## src/assert_macros.svh

```systemverilog
// Assertion macros used by the top level of the decoder.
`ifndef ASSERT_MACROS_SVH
`define ASSERT_MACROS_SVH

// Same-cycle implication under reset.
`define ASSERT_IMPLIES(label, clk, rst_n, ante, cons) \
	label: assert property (@(posedge clk) disable iff (!(rst_n)) (ante) |-> (cons)) \
		else $error("assertion failed");

// Next-cycle implication under reset.
`define ASSERT_NEXT(label, clk, rst_n, ante, cons) \
	label: assert property (@(posedge clk) disable iff (!(rst_n)) (ante) |=> (cons)) \
		else $error("assertion failed");

`endif

```

## src/u8d_pkg.sv

```systemverilog
// Types, codes and value checks for the UTF-8 stream decoder.
package u8d_pkg;

	localparam int DATA_W   = 8;
	localparam int CP_W     = 31;
	localparam int LEN_W    = 3;
	localparam int STATUS_W = 3;
	localparam int POS_W    = 3;
	localparam int MODE_W   = 2;

	localparam logic [MODE_W-1:0] MODE_RAW      = 2'd0;
	localparam logic [MODE_W-1:0] MODE_STRICT   = 2'd1;
	localparam logic [MODE_W-1:0] MODE_MODIFIED = 2'd2;

	typedef enum logic [STATUS_W-1:0] {
		ST_OK       = 3'd0,
		ST_TRUNC    = 3'd1,
		ST_BAD_LEAD = 3'd2,
		ST_BAD_CONT = 3'd3,
		ST_FORM     = 3'd4,
		ST_BMP      = 3'd5,
		ST_NUL      = 3'd6
	} u8d_status_t;

	typedef struct packed {
		logic [CP_W-1:0]  code_point;
		logic [LEN_W-1:0] seq_length;
		u8d_status_t      status;
		logic [POS_W-1:0] error_position;
	} u8d_result_t;

	function automatic logic [LEN_W-1:0] shortest_len(input logic [CP_W-1:0] v);
		logic [LEN_W-1:0] n;
		if (v < 31'h80)
			n = 3'd1;
		else if (v < 31'h800)
			n = 3'd2;
		else if (v < 31'h10000)
			n = 3'd3;
		else if (v < 31'h200000)
			n = 3'd4;
		else if (v < 31'h4000000)
			n = 3'd5;
		else
			n = 3'd6;
		return n;
	endfunction

	function automatic u8d_status_t check_value(input logic [CP_W-1:0] v,
			input logic [LEN_W-1:0] n, input logic [MODE_W-1:0] mode);
		logic [LEN_W-1:0] sl;
		u8d_status_t st;
		sl = shortest_len(v);
		unique case (mode)
			MODE_RAW: begin
				st = ST_OK;
			end
			MODE_MODIFIED: begin
				if (v >= 31'h10000)
					st = ST_BMP;
				else if (v == '0)
					st = (n == 3'd2) ? ST_OK : ((n == 3'd1) ? ST_NUL : ST_FORM);
				else
					st = (sl == n) ? ST_OK : ST_FORM;
			end
			default: begin
				// strict; surrogates and values past U+10FFFF are invalid
				if (v >= 31'h110000 || (v < 31'h10000 && v[15:11] == 5'b11011))
					st = ST_FORM;
				else
					st = (sl == n) ? ST_OK : ST_FORM;
			end
		endcase
		return st;
	endfunction

endpackage

```

## src/u8d_in_if.sv

```systemverilog
// Byte channel into the decoder.
interface u8d_in_if;
	import u8d_pkg::*;

	logic              valid;
	logic              ready;
	logic [DATA_W-1:0] data_byte;
	logic              last_in_buffer;

	modport source (output valid, output data_byte, output last_in_buffer, input ready);
	modport sink (input valid, input data_byte, input last_in_buffer, output ready);
endinterface

```

## src/u8d_out_if.sv

```systemverilog
// Result channel out of the decoder.
interface u8d_out_if;
	import u8d_pkg::*;

	logic                valid;
	logic                ready;
	logic [CP_W-1:0]     code_point;
	logic [LEN_W-1:0]    seq_length;
	logic [STATUS_W-1:0] status;
	logic [POS_W-1:0]    error_position;

	modport source (output valid, output code_point, output seq_length, output status,
		output error_position, input ready);
	modport sink (input valid, input code_point, input seq_length, input status,
		input error_position, output ready);
endinterface

```

## src/u8d_decode.sv

```systemverilog
// Sequence state and per-byte decode logic.
module u8d_decode (
	input  logic                       clk,
	input  logic                       arst_n,
	input  logic [u8d_pkg::MODE_W-1:0] mode,
	input  logic                       step,
	input  logic [u8d_pkg::DATA_W-1:0] data_byte,
	input  logic                       last_in_buffer,
	output logic                       fire,
	output u8d_pkg::u8d_result_t       result
);
	import u8d_pkg::*;

	logic [CP_W-1:0]  part_q, part_d;
	logic [LEN_W-1:0] exp_q, exp_d;
	logic [LEN_W-1:0] seen_q, seen_d;
	logic [POS_W-1:0] bad_q, bad_d;
	logic             halted_q, halted_d;

	logic [CP_W-1:0]  acc;
	logic [LEN_W-1:0] seen_inc;
	logic [POS_W-1:0] pos_new;
	logic [LEN_W-1:0] lead_len;
	logic [CP_W-1:0]  lead_val;
	u8d_status_t      chk_lead, chk_acc;

	logic [CP_W-1:0]  f_cp;
	logic [LEN_W-1:0] f_len;
	u8d_status_t      f_st;
	logic [POS_W-1:0] f_pos;

	assign acc      = {part_q[CP_W-7:0], data_byte[5:0]};
	assign seen_inc = seen_q + 3'd1;
	assign pos_new  = (data_byte[7:6] != 2'b10 && bad_q == '0) ? seen_q : bad_q;
	assign chk_lead = check_value({{(CP_W-DATA_W){1'b0}}, data_byte}, 3'd1, mode);
	assign chk_acc  = check_value(acc, exp_q, mode);

	always_comb begin
		unique casez (data_byte)
			8'b110?????: begin
				lead_len = 3'd2;
				lead_val = {{(CP_W-5){1'b0}}, data_byte[4:0]};
			end
			8'b1110????: begin
				lead_len = 3'd3;
				lead_val = {{(CP_W-4){1'b0}}, data_byte[3:0]};
			end
			8'b11110???: begin
				lead_len = 3'd4;
				lead_val = {{(CP_W-3){1'b0}}, data_byte[2:0]};
			end
			8'b111110??: begin
				lead_len = 3'd5;
				lead_val = {{(CP_W-2){1'b0}}, data_byte[1:0]};
			end
			default: begin
				lead_len = 3'd6;
				lead_val = {{(CP_W-1){1'b0}}, data_byte[0]};
			end
		endcase
	end

	always_comb begin
		halted_d = halted_q;
		exp_d    = exp_q;
		seen_d   = seen_q;
		bad_d    = bad_q;
		part_d   = part_q;
		fire     = 1'b0;
		f_cp     = '0;
		f_len    = '0;
		f_st     = ST_OK;
		f_pos    = '0;
		if (halted_q) begin
			if (last_in_buffer) begin
				halted_d = 1'b0;
				exp_d    = '0;
				seen_d   = '0;
				bad_d    = '0;
				part_d   = '0;
			end
		end else if (exp_q == '0) begin
			if (!data_byte[7]) begin
				fire  = 1'b1;
				f_cp  = {{(CP_W-DATA_W){1'b0}}, data_byte};
				f_len = 3'd1;
				f_st  = chk_lead;
			end else if (data_byte[7:6] == 2'b10 || data_byte[7:1] == 7'h7F) begin
				fire = 1'b1;
				f_st = ST_BAD_LEAD;
			end else begin
				exp_d  = lead_len;
				part_d = lead_val;
				seen_d = 3'd1;
				bad_d  = '0;
				if (last_in_buffer) begin
					fire = 1'b1;
					f_st = ST_TRUNC;
				end
			end
		end else begin
			part_d = acc;
			seen_d = seen_inc;
			bad_d  = pos_new;
			if (seen_inc >= exp_q) begin
				fire = 1'b1;
				if (pos_new != '0) begin
					f_st  = ST_BAD_CONT;
					f_pos = pos_new;
				end else begin
					f_cp  = acc;
					f_len = exp_q;
					f_st  = chk_acc;
				end
			end else if (last_in_buffer) begin
				fire = 1'b1;
				f_st = ST_TRUNC;
			end
		end
		if (fire) begin
			exp_d  = '0;
			seen_d = '0;
			bad_d  = '0;
			part_d = '0;
			if (f_st != ST_OK && !last_in_buffer)
				halted_d = 1'b1;
		end
	end

	always_comb begin
		result.code_point     = (f_st == ST_OK) ? f_cp : '0;
		result.seq_length     = (f_st == ST_OK) ? f_len : '0;
		result.status         = f_st;
		result.error_position = f_pos;
	end

	always_ff @(posedge clk or negedge arst_n) begin
		if (!arst_n) begin
			part_q   <= '0;
			exp_q    <= '0;
			seen_q   <= '0;
			bad_q    <= '0;
			halted_q <= 1'b0;
		end else if (step) begin
			part_q   <= part_d;
			exp_q    <= exp_d;
			seen_q   <= seen_d;
			bad_q    <= bad_d;
			halted_q <= halted_d;
		end
	end

endmodule

```

## src/utf8_stream_decoder_core.sv

```systemverilog
// Top level of the streaming UTF-8 decoder.
//
// in_ch carries one byte per word with an end-of-buffer flag; out_ch carries
// one result word (code point, length, status, error position) per decoded
// sequence or error. Bytes inside a sequence and bytes discarded after an
// error give no result word.
// Both channels use valid/ready; a word moves when both are high.
// A result word is registered: the byte is captured in the input register,
// then decoded out of the input register into the result register. Throughput
// is one byte per cycle while out_ch does not stall.
// When out_ch stalls, the result register holds its word; the input register
// takes one more byte only if it is empty, then in_ch ready drops.
// cfg_wr_en/cfg_wr_data write the decode mode (0 raw, 1 strict, 2 modified);
// write it only while the block is idle.
// Reset clears the valid flags of both registers (not their data), the
// sequence state and the halt flag, and sets strict mode.
`include "assert_macros.svh"

module utf8_stream_decoder_core (
	input  logic                       clk,
	input  logic                       arst_n,
	input  logic                       cfg_wr_en,
	input  logic [u8d_pkg::MODE_W-1:0] cfg_wr_data,
	u8d_in_if.sink                     in_ch,
	u8d_out_if.source                  out_ch
);
	import u8d_pkg::*;

	logic [MODE_W-1:0] mode_q;
	logic              valid_s1;
	logic [DATA_W-1:0] byte_s1;
	logic              last_s1;
	logic              out_valid_q;
	u8d_result_t       out_res_q;
	logic              advance;
	logic              fire;
	u8d_result_t       result;

	assign advance     = valid_s1 && (!out_valid_q || out_ch.ready);
	assign in_ch.ready = !valid_s1 || advance;

	always_ff @(posedge clk or negedge arst_n) begin
		if (!arst_n)
			mode_q <= MODE_STRICT;
		else if (cfg_wr_en)
			mode_q <= cfg_wr_data;
	end

	always_ff @(posedge clk or negedge arst_n) begin
		if (!arst_n)
			valid_s1 <= 1'b0;
		else if (in_ch.valid && in_ch.ready)
			valid_s1 <= 1'b1;
		else if (advance)
			valid_s1 <= 1'b0;
	end

	always_ff @(posedge clk) begin
		if (in_ch.valid && in_ch.ready) begin
			byte_s1 <= in_ch.data_byte;
			last_s1 <= in_ch.last_in_buffer;
		end
	end

	u8d_decode u_decode (
		.clk            (clk),
		.arst_n         (arst_n),
		.mode           (mode_q),
		.step           (advance),
		.data_byte      (byte_s1),
		.last_in_buffer (last_s1),
		.fire           (fire),
		.result         (result)
	);

	always_ff @(posedge clk or negedge arst_n) begin
		if (!arst_n)
			out_valid_q <= 1'b0;
		else if (advance && fire)
			out_valid_q <= 1'b1;
		else if (out_ch.ready)
			out_valid_q <= 1'b0;
	end

	always_ff @(posedge clk) begin
		if (advance && fire)
			out_res_q <= result;
	end

	assign out_ch.valid          = out_valid_q;
	assign out_ch.code_point     = out_res_q.code_point;
	assign out_ch.seq_length     = out_res_q.seq_length;
	assign out_ch.status         = out_res_q.status;
	assign out_ch.error_position = out_res_q.error_position;

	`ASSERT_IMPLIES(a_err_zeroed, clk, arst_n,
		out_valid_q && out_res_q.status != ST_OK,
		out_res_q.code_point == '0 && out_res_q.seq_length == '0)
	`ASSERT_IMPLIES(a_ok_has_len, clk, arst_n,
		out_valid_q && out_res_q.status == ST_OK, out_res_q.seq_length != '0)
	`ASSERT_IMPLIES(a_pos_only_cont, clk, arst_n,
		out_valid_q && out_res_q.error_position != '0, out_res_q.status == ST_BAD_CONT)
	`ASSERT_IMPLIES(a_full_stall, clk, arst_n,
		valid_s1 && out_valid_q && !out_ch.ready, !in_ch.ready)
	`ASSERT_NEXT(a_byte_held, clk, arst_n, in_ch.valid && in_ch.ready, valid_s1)

endmodule

```

## src/flat_wrapper.sv

```systemverilog
// flat-port wrapper written by rule: the top's interface ports become plain ports
module utf8_stream_decoder_core_flat import u8d_pkg::*;
  (clk, arst_n, cfg_wr_en, cfg_wr_data, in_ch_valid, in_ch_data_byte, in_ch_last_in_buffer, in_ch_ready, out_ch_valid, out_ch_code_point, out_ch_seq_length, out_ch_status, out_ch_error_position, out_ch_ready);
  u8d_in_if in_ch_i ();
  u8d_out_if out_ch_i ();
  input  logic clk;
  input  logic arst_n;
  input  logic cfg_wr_en;
  input  logic [u8d_pkg::MODE_W-1:0] cfg_wr_data;
  input wire logic [$bits(in_ch_i.valid)-1:0] in_ch_valid;
  input wire logic [$bits(in_ch_i.data_byte)-1:0] in_ch_data_byte;
  input wire logic [$bits(in_ch_i.last_in_buffer)-1:0] in_ch_last_in_buffer;
  output wire logic [$bits(in_ch_i.ready)-1:0] in_ch_ready;
  output wire logic [$bits(out_ch_i.valid)-1:0] out_ch_valid;
  output wire logic [$bits(out_ch_i.code_point)-1:0] out_ch_code_point;
  output wire logic [$bits(out_ch_i.seq_length)-1:0] out_ch_seq_length;
  output wire logic [$bits(out_ch_i.status)-1:0] out_ch_status;
  output wire logic [$bits(out_ch_i.error_position)-1:0] out_ch_error_position;
  input wire logic [$bits(out_ch_i.ready)-1:0] out_ch_ready;
  assign in_ch_i.valid = in_ch_valid;
  assign in_ch_i.data_byte = in_ch_data_byte;
  assign in_ch_i.last_in_buffer = in_ch_last_in_buffer;
  assign in_ch_ready = in_ch_i.ready;
  assign out_ch_valid = out_ch_i.valid;
  assign out_ch_code_point = out_ch_i.code_point;
  assign out_ch_seq_length = out_ch_i.seq_length;
  assign out_ch_status = out_ch_i.status;
  assign out_ch_error_position = out_ch_i.error_position;
  assign out_ch_i.ready = out_ch_ready;
  utf8_stream_decoder_core u_core (.clk(clk), .arst_n(arst_n), .cfg_wr_en(cfg_wr_en), .cfg_wr_data(cfg_wr_data), .in_ch(in_ch_i), .out_ch(out_ch_i));
endmodule
```

## config.mk

```make
export PLATFORM = sky130hd
export DESIGN_NAME = utf8_stream_decoder_core_flat
export DESIGN_NICKNAME = d
export VERILOG_FILES = /design/src/u8d_pkg.sv /design/src/u8d_in_if.sv /design/src/u8d_out_if.sv /design/src/u8d_decode.sv /design/src/utf8_stream_decoder_core.sv /design/src/flat_wrapper.sv
export VERILOG_INCLUDE_DIRS = /design/src /design/src/src
export SDC_FILE = /design/constraint.sdc
export NUM_CORES = 1
export LEC_CHECK = 0
export BUFFER_PORTS_ARGS = -buffer_cell sky130_fd_sc_hd__buf_2
export CORE_MARGIN = 4
export CORE_UTILIZATION = 51
export CTS_CLUSTER_DIAMETER = 80
export CTS_CLUSTER_SIZE = 28
export DETAILED_ROUTE_END_ITERATION = 8
export GPL_ROUTABILITY_DRIVEN = 0
export HOLD_SLACK_MARGIN = 0.06
export MAX_ROUTING_LAYER = met4
export PLACE_DENSITY_LB_ADDON = 0.08
export REMOVE_ABC_BUFFERS = 1
export SLEW_MARGIN = 20
export SYNTH_ARGS = -nofsm -noshare
export SYNTH_HDL_FRONTEND = slang
export SYNTH_SLANG_ARGS = --single-unit
```

## constraint.sdc

```tcl
create_clock -name clk -period 4 [get_ports clk]
set_input_delay 0.2 -clock clk [delete_from_list [all_inputs] [get_ports clk]]
set_output_delay 0.2 -clock clk [all_outputs]
set_load 0.02 [all_outputs]
```

Word level (Yosys, flattened, before mapping)
Index checks and enable logic that the tools add are counted.

Register bits: 88. Input bits: 16. Output and inout bits: 42. Word-level logic and storage cells: 143.

Add/subtract/negate cells: 1. $lt $le $gt $ge: 9. Equality and inequality tests: 17. Multiplexer cells: 70. Bitwise gates (word level): 3. Reduce and logical (&&, ||, !) cells: 29.

Operators with widths (number): 25-bit two-way mux (6); 3-bit two-way mux (35); 31-bit two-way mux (3); 31-bit by 17-bit >= comparator with 1-bit output, second input constant (1); 31-bit by 21-bit >= comparator with 1-bit output, second input constant (1); 31-bit logical NOT (1); 31-bit by 12-bit < comparator with 1-bit output, second input constant (1); 31-bit by 17-bit < comparator with 1-bit output, second input constant (1); 31-bit by 22-bit < comparator with 1-bit output, second input constant (1); 31-bit by 27-bit < comparator with 1-bit output, second input constant (1); 31-bit by 8-bit < comparator with 1-bit output, second input constant (1); 5-bit case mux with 4 select lines (1); 1-bit two-way mux (16); 3-bit case mux with 2 select lines (2); 3-bit case mux with 4 select lines (1); 3-bit nonzero test (4); 5-bit == test, second input constant (2); 2-bit two-way mux (5); 3-bit logical NOT (3); 8-bit logical NOT (1); 8-bit < comparator, second input constant (1); 7-bit == test, second input constant (1); 7-bit two-way mux (1); 3-bit by 1-bit == test with 1-bit output, second input constant (2); 23 further kinds (37).

Longest topological paths before layout
Depth in word-level cells: 19. Depth in mapped cells: 12. Depth with buffers taken out: 10.

Hierarchy
Synthesis repeated with hierarchy kept, for this count alone.

Cells, all modules: 317. Area total of the unflattened synthesis: 3942.5 µm².

By module, submodules not included: u8d_decode (times used 1, cells an instance 254, area an instance 2285.9 µm², sequential area each 875.8 µm²); utf8_stream_decoder_core (times used 1, cells an instance 63, area an instance 1656.6 µm², sequential area each 1572.8 µm²).

Worst setup path after synthesis
OpenSTA, ideal clock, no wires.

Path kind: register to register. Start: register u_core.u_decode.seen_q[0]. End: register u_core.out_res_q (netlist bit u_core.out_ch.code_point[0]) (enable). Library setup time: 0.437 ns. Arrival time: 3.825 ns. Required time: 3.563 ns. Path slack: -0.263 ns. Stages on the path, launching flop included: 10. Buffers on the path: 0. Clock period less this slack: 4.263 ns. Cells stage by stage: dfrtp_1 ha_1 xor2_1 ha_1 nand2_1 o21ai_0 nor2_1 o21ba_2 or2_2 nor2_1.

Word-level cells in the longest chain between the ends: 6.

RTL lines: from (decl) (RTL line u8d_decode.sv:16) `logic [LEN_W-1:0] seen_q, seen_d;`; from (signal assigned) (RTL line u8d_decode.sv:147) `seen_q <= seen_d;`; 3-bit by 1-bit adder with 3-bit output (RTL line u8d_decode.sv:33) `assign seen_inc = seen_q + 3'd1;`; 3-bit >= comparator (RTL line u8d_decode.sv:105) `if (seen_inc >= exp_q) begin`; 1-bit two-way mux (RTL line u8d_decode.sv:105); 1-bit two-way mux (RTL line u8d_decode.sv:82) `end else if (exp_q == '0) begin`; 1-bit two-way mux (RTL line u8d_decode.sv:74) `if (halted_q) begin`; 1-bit logical AND (RTL line utf8_stream_decoder_core.sv:86) `if (advance && fire)`; to (signal assigned) (RTL line utf8_stream_decoder_core.sv:87) `out_res_q <= result;`; to (decl) (RTL line utf8_stream_decoder_core.sv:34) `u8d_result_t out_res_q;`.

Every way passes these cells. A chain may end at the register's enable or synchronous reset.

Final worst setup path
Start: register u_core.u_decode.seen_q[0]. End: register u_core.out_res_q (netlist bit u_core.out_ch.code_point[2]) (data pin).

Word-level cells in the longest chain between the ends: 9. Elaborated cells between the ends (all ways): 14. Those cells by class: add/sub: 1; order compare: 1; mux: 8; bitwise: 1; reduce/logical: 3.

RTL lines: branches (longest 9 deep; another with 3-bit by 1-bit adder with 3-bit output).

Several ways; the timed one is not identified.

==> impl_metrics.py <==
metrics = {
    "floorplan": {
        "boundaryPins": 58,
        "start_util": 0.5288,
        "core_um2": 7767,
        "row_count": 32,
        "die_w_um": 97.75,
        "chipHeight_um": 97.75,
        "dieArea_um2": 9554,
    },
    "setup_path": {
        "critPathLaunchType": "flop",
        "max_stage_delay_ns": 0.45,
        "cp_slowest_cell": "dfrtp_1",
        "cp.arrival_ns": 3.77,
        "cpMostUsedCell": "ha_1",
        "path_class": "flop to flop",
        "path_max_fanout": 35,
        "cp.required_ns": 4.18,
        "cp_cell_sequence": "ha_1 > xor2_1 > ha_1 > a21oi_1 > o21ai_0 > nand3b_1 > buf_4 > nor2_1 > a211oi_2 > nand3_4 > nor3b_1",
        "end_kind": "flop",
    },
    "pwr": {
        "p_seq_frac": 0.439,
        "power.internal_uw": 1691,
        "clkPwrFrac": 0.198,
        "leakagePower_uw": 0.001878,
        "netSwitchingPower_uw": 1173,
        "max-vdd-ir-drop_v": 0.0004075,
        "combPwrFrac": 0.363,
        "power.density_nw_per_um2": 597.3,
        "swShare": 0.4095,
    },
    "timing": {
        "fin_crit_ns": 3.598,
        "hold_viol_final": 0,
        "setup_violations": 0,
        "relSlewSlack": 0.4059,
        "max_freq_mhz": 277.9,
        "fin_skew_ns": 0.01055,
        "rsz0062_at_grt": "no",
        "timing.final.crit_share": 0.8996,
        "slew_viol_final": 0,
        "worst_pin_slew_ns": 0.8874,
    },
    "cts": {
        "clk_path_buf_depth": 2,
        "cts_tree": "yes",
        "htreeDepth": 3,
        "post_cts_buffers": 0,
        "cts_buffers": 9,
        "root_buffer": "clkbuf_8",
        "insertion_delay_ns": 0.35,
        "clk_pin_slew_worst_paths_ns": 0.09,
        "clkSinkCount": 88,
    },
    "detailed_routing": {
        "dr.pass1.iters": 4,
        "num_vias": 2816,
        "drt_iter0_markers": 91,
        "wl_met3_um": 320,
        "totalWireLength_um": 8239,
        "met1_length_um": 3633,
        "wl_met2_um": 4222,
        "remaining_drc_errors": 0,
        "viasPerCell": 5.511,
        "drt-wirelength-per-cell_um": 16.12,
        "top_layer_used": "met4",
        "ant_nets": 0,
    },
    "synthesis": {
        "async_flop_share": 0.4432,
        "ys.flop_type": "edfxtp_1",
        "yosys_warnings": 0,
        "synth_edf_count": 49,
        "synth_cell_types": 61,
        "syn_area_um2": 4108,
        "synth-seq-area-share": 0.5961,
        "ys_ff_latch": 88,
        "netlist_instances": 331,
        "avgSynthCellArea_um2": 12.41,
    },
    "layout": {
        "final_util": 0.6173,
        "final_cells": 511,
        "drive_above_1_share": 0.2885,
        "antenna_cells": 0,
        "multi_input_area_um2": 1476,
        "n_fill_cell": 657,
        "ff_latch_area_um2": 2449,
        "synthToLayoutAreaGrowth_pct": 16.72,
        "nNetsFinal": 424,
    },
    "flow_run": {
        "cap_viol_max_count": 0,
    },
    "place": {
        "hpwl_um": 5587,
        "io_buffer_count": 57,
        "post-place-cells": 482,
    },
    "global_route": {
        "antenna_found_initial": 0,
        "grt_overflow_total": 0,
        "grt_pass1_wl_um": 13970,
        "grt_pass1_vias": 2854,
        "grt_max_degree": 40,
        "gr-usage-all-layers": 0.1869,
    },
    "hold_path": {
        "holdCritPathClass": "input pin to flop",
    },
    "status": {
        "status": "complete, no violations",
    },
}
## repair_timing
action                                 CTS  global route
endpoints found under the hold margin   49             0
resized for setup                        0             0
hold buffers                            13             0
## kinds of logic (layout without fill, tap and decap cells)
logic type / after synthesis / after routing / share of synthesized area
mux: 1 / 1 / 0.002741
fa+ha+maj: 4 / 4 / 0.01218
buf+inv: 42 / 120 / 0.04843
xor+xnor: 3 / 3 / 0.006398
simple gates: 123 / 123 / 0.2001
flops: 88 / 88 / 0.5961
compound gates: 70 / 70 / 0.1340
## cell usage in the layout, fill, tap and decap left out, types with 3 or more instances in the layout
cell type,netlist,layout
a21oi_1,8,8
a22o_1,25,25
a32o_1,4,4
buf_2,1,57
buf_4,0,5
clkbuf_8,0,9
dfrtp_1,38,38
dlygate4sd3_1,0,13
edfxtp_1,49,49
ha_1,4,4
inv_1,29,29
nand2_1,11,11
nand2b_1,7,7
nand3_1,7,7
nor2_1,26,25
nor2b_1,3,3
nor3_1,16,16
nor3_2,19,19
nor3b_1,4,4
nor4_1,3,3
o21ai_0,11,11
or4_1,5,5
## layout make-up
class | count | share of cell area
multi-input combinational | 201 | 0.3079
sequential | 88 | 0.5107
timing repair buffer | 75 | 0.09447
clock buffer | 9 | 0.02584
tap | 102 | 0.02662
inverter | 29 | 0.02270
clock inverter | 7 | 0.01174
## stage by stage
step           TNS, ns  instance area (um2)  hold WS [ns]  total power (uW)  worst slack, ns
2_1_floorplan   -10.50                 4018      -0.09559              1980          -0.2626
3_3_place_gp         0                 4484        0.3766              2308           0.5677
3_5_place_dp         0                 4484        0.3781              2325           0.3940
4_1_cts              0                 4795       0.06215              2894           0.3657
5_1_grt              0                 4795       0.07098              3049          0.02409
6_report             0                 4795       0.07541              2864           0.4016
## registers in the layout (all words and copies together), names as in the netlist, 2 cells and up
name                          cells
u_core.mode_q                     2
u_core.u_decode.part_q           25
u_core.u_decode.seen_q            3
u_core.u_decode.exp_q             3
u_core.out_ch.seq_length          3
u_core.out_ch.error_position      3
u_core.out_ch.status              3
u_core.byte_s1                    8
u_core.out_ch.code_point         31
u_core.u_decode.bad_q             3
## metal layers
metal | vias up | GRT usage
met1 | 1360 | 0.2335
met4 | 0 | 0.06709
li1 | 1384 | -
met5 | - | -
met2 | 66 | 0.3063
met3 | 6 | 0.03500
## worst paths after layout
path	depth (start not counted)	slack (ns)	to	startpoint
hold / removal	2	0.08	u_core.mode_q[1]	cfg_wr_data[1]
min in group asynchronous	2	0.50	u_core.u_decode.part_q[2]	arst_n
max in group asynchronous	2	2.94	u_core.u_decode.seen_q[2]	arst_n
setup / recovery	11	0.40	u_core.out_ch.code_point[2]	u_core.u_decode.seen_q[0]
hold reg to reg	1	0.55	u_core.u_decode.part_q[20]	u_core.u_decode.part_q[20]
setup reg to reg	11	0.40	u_core.out_ch.code_point[2]	u_core.u_decode.seen_q[0]
## synthesized netlist by cell type (all sizes together) (3+ instances only)
| cell type | instances | area, um2 |
|---|---|---|
| or4 | 6 | 48.80 |
| a22o | 26 | 229.0 |
| nor3 | 35 | 270.3 |
| nor4 | 4 | 40.04 |
| nor2 | 26 | 97.59 |
| or2 | 3 | 18.77 |
| nor3b | 6 | 55.05 |
| a211oi | 3 | 32.53 |
| nand2b | 7 | 43.79 |
| nor2b | 3 | 18.77 |
| edfxtp | 49 | 1471 |
| clkbuf | 9 | 33.78 |
| a32o | 4 | 40.04 |
| ha | 4 | 50.05 |
| dfrtp | 38 | 950.9 |
| o21ai | 11 | 55.05 |
| nor4b | 4 | 56.30 |
| buf | 4 | 56.30 |
| a21oi | 8 | 40.04 |
| nand2 | 11 | 41.29 |
| nand3 | 8 | 52.55 |
| inv | 29 | 108.9 |
## worst max-delay path: cells and delay by family (launching register included)
kind            cells  cell delay, ns
flops               1            0.45
compound gates      3            0.72
xor+xnor            1            0.15
fa+ha+maj           2            0.57
simple gates        4            1.12
buf+inv             1            0.38
## power groups by stage
stage | combinational [uW] | clock [uW] | sequential [uW]
floorplan | 555 | 0 | 1430
global placement | 1030 | 0 | 1270
detailed placement | 1050 | 0 | 1280
CTS | 1060 | 576 | 1260
global route | 1150 | 620 | 1280
finish | 1040 | 567 | 1260
Power figures use the tool's default switching activity.
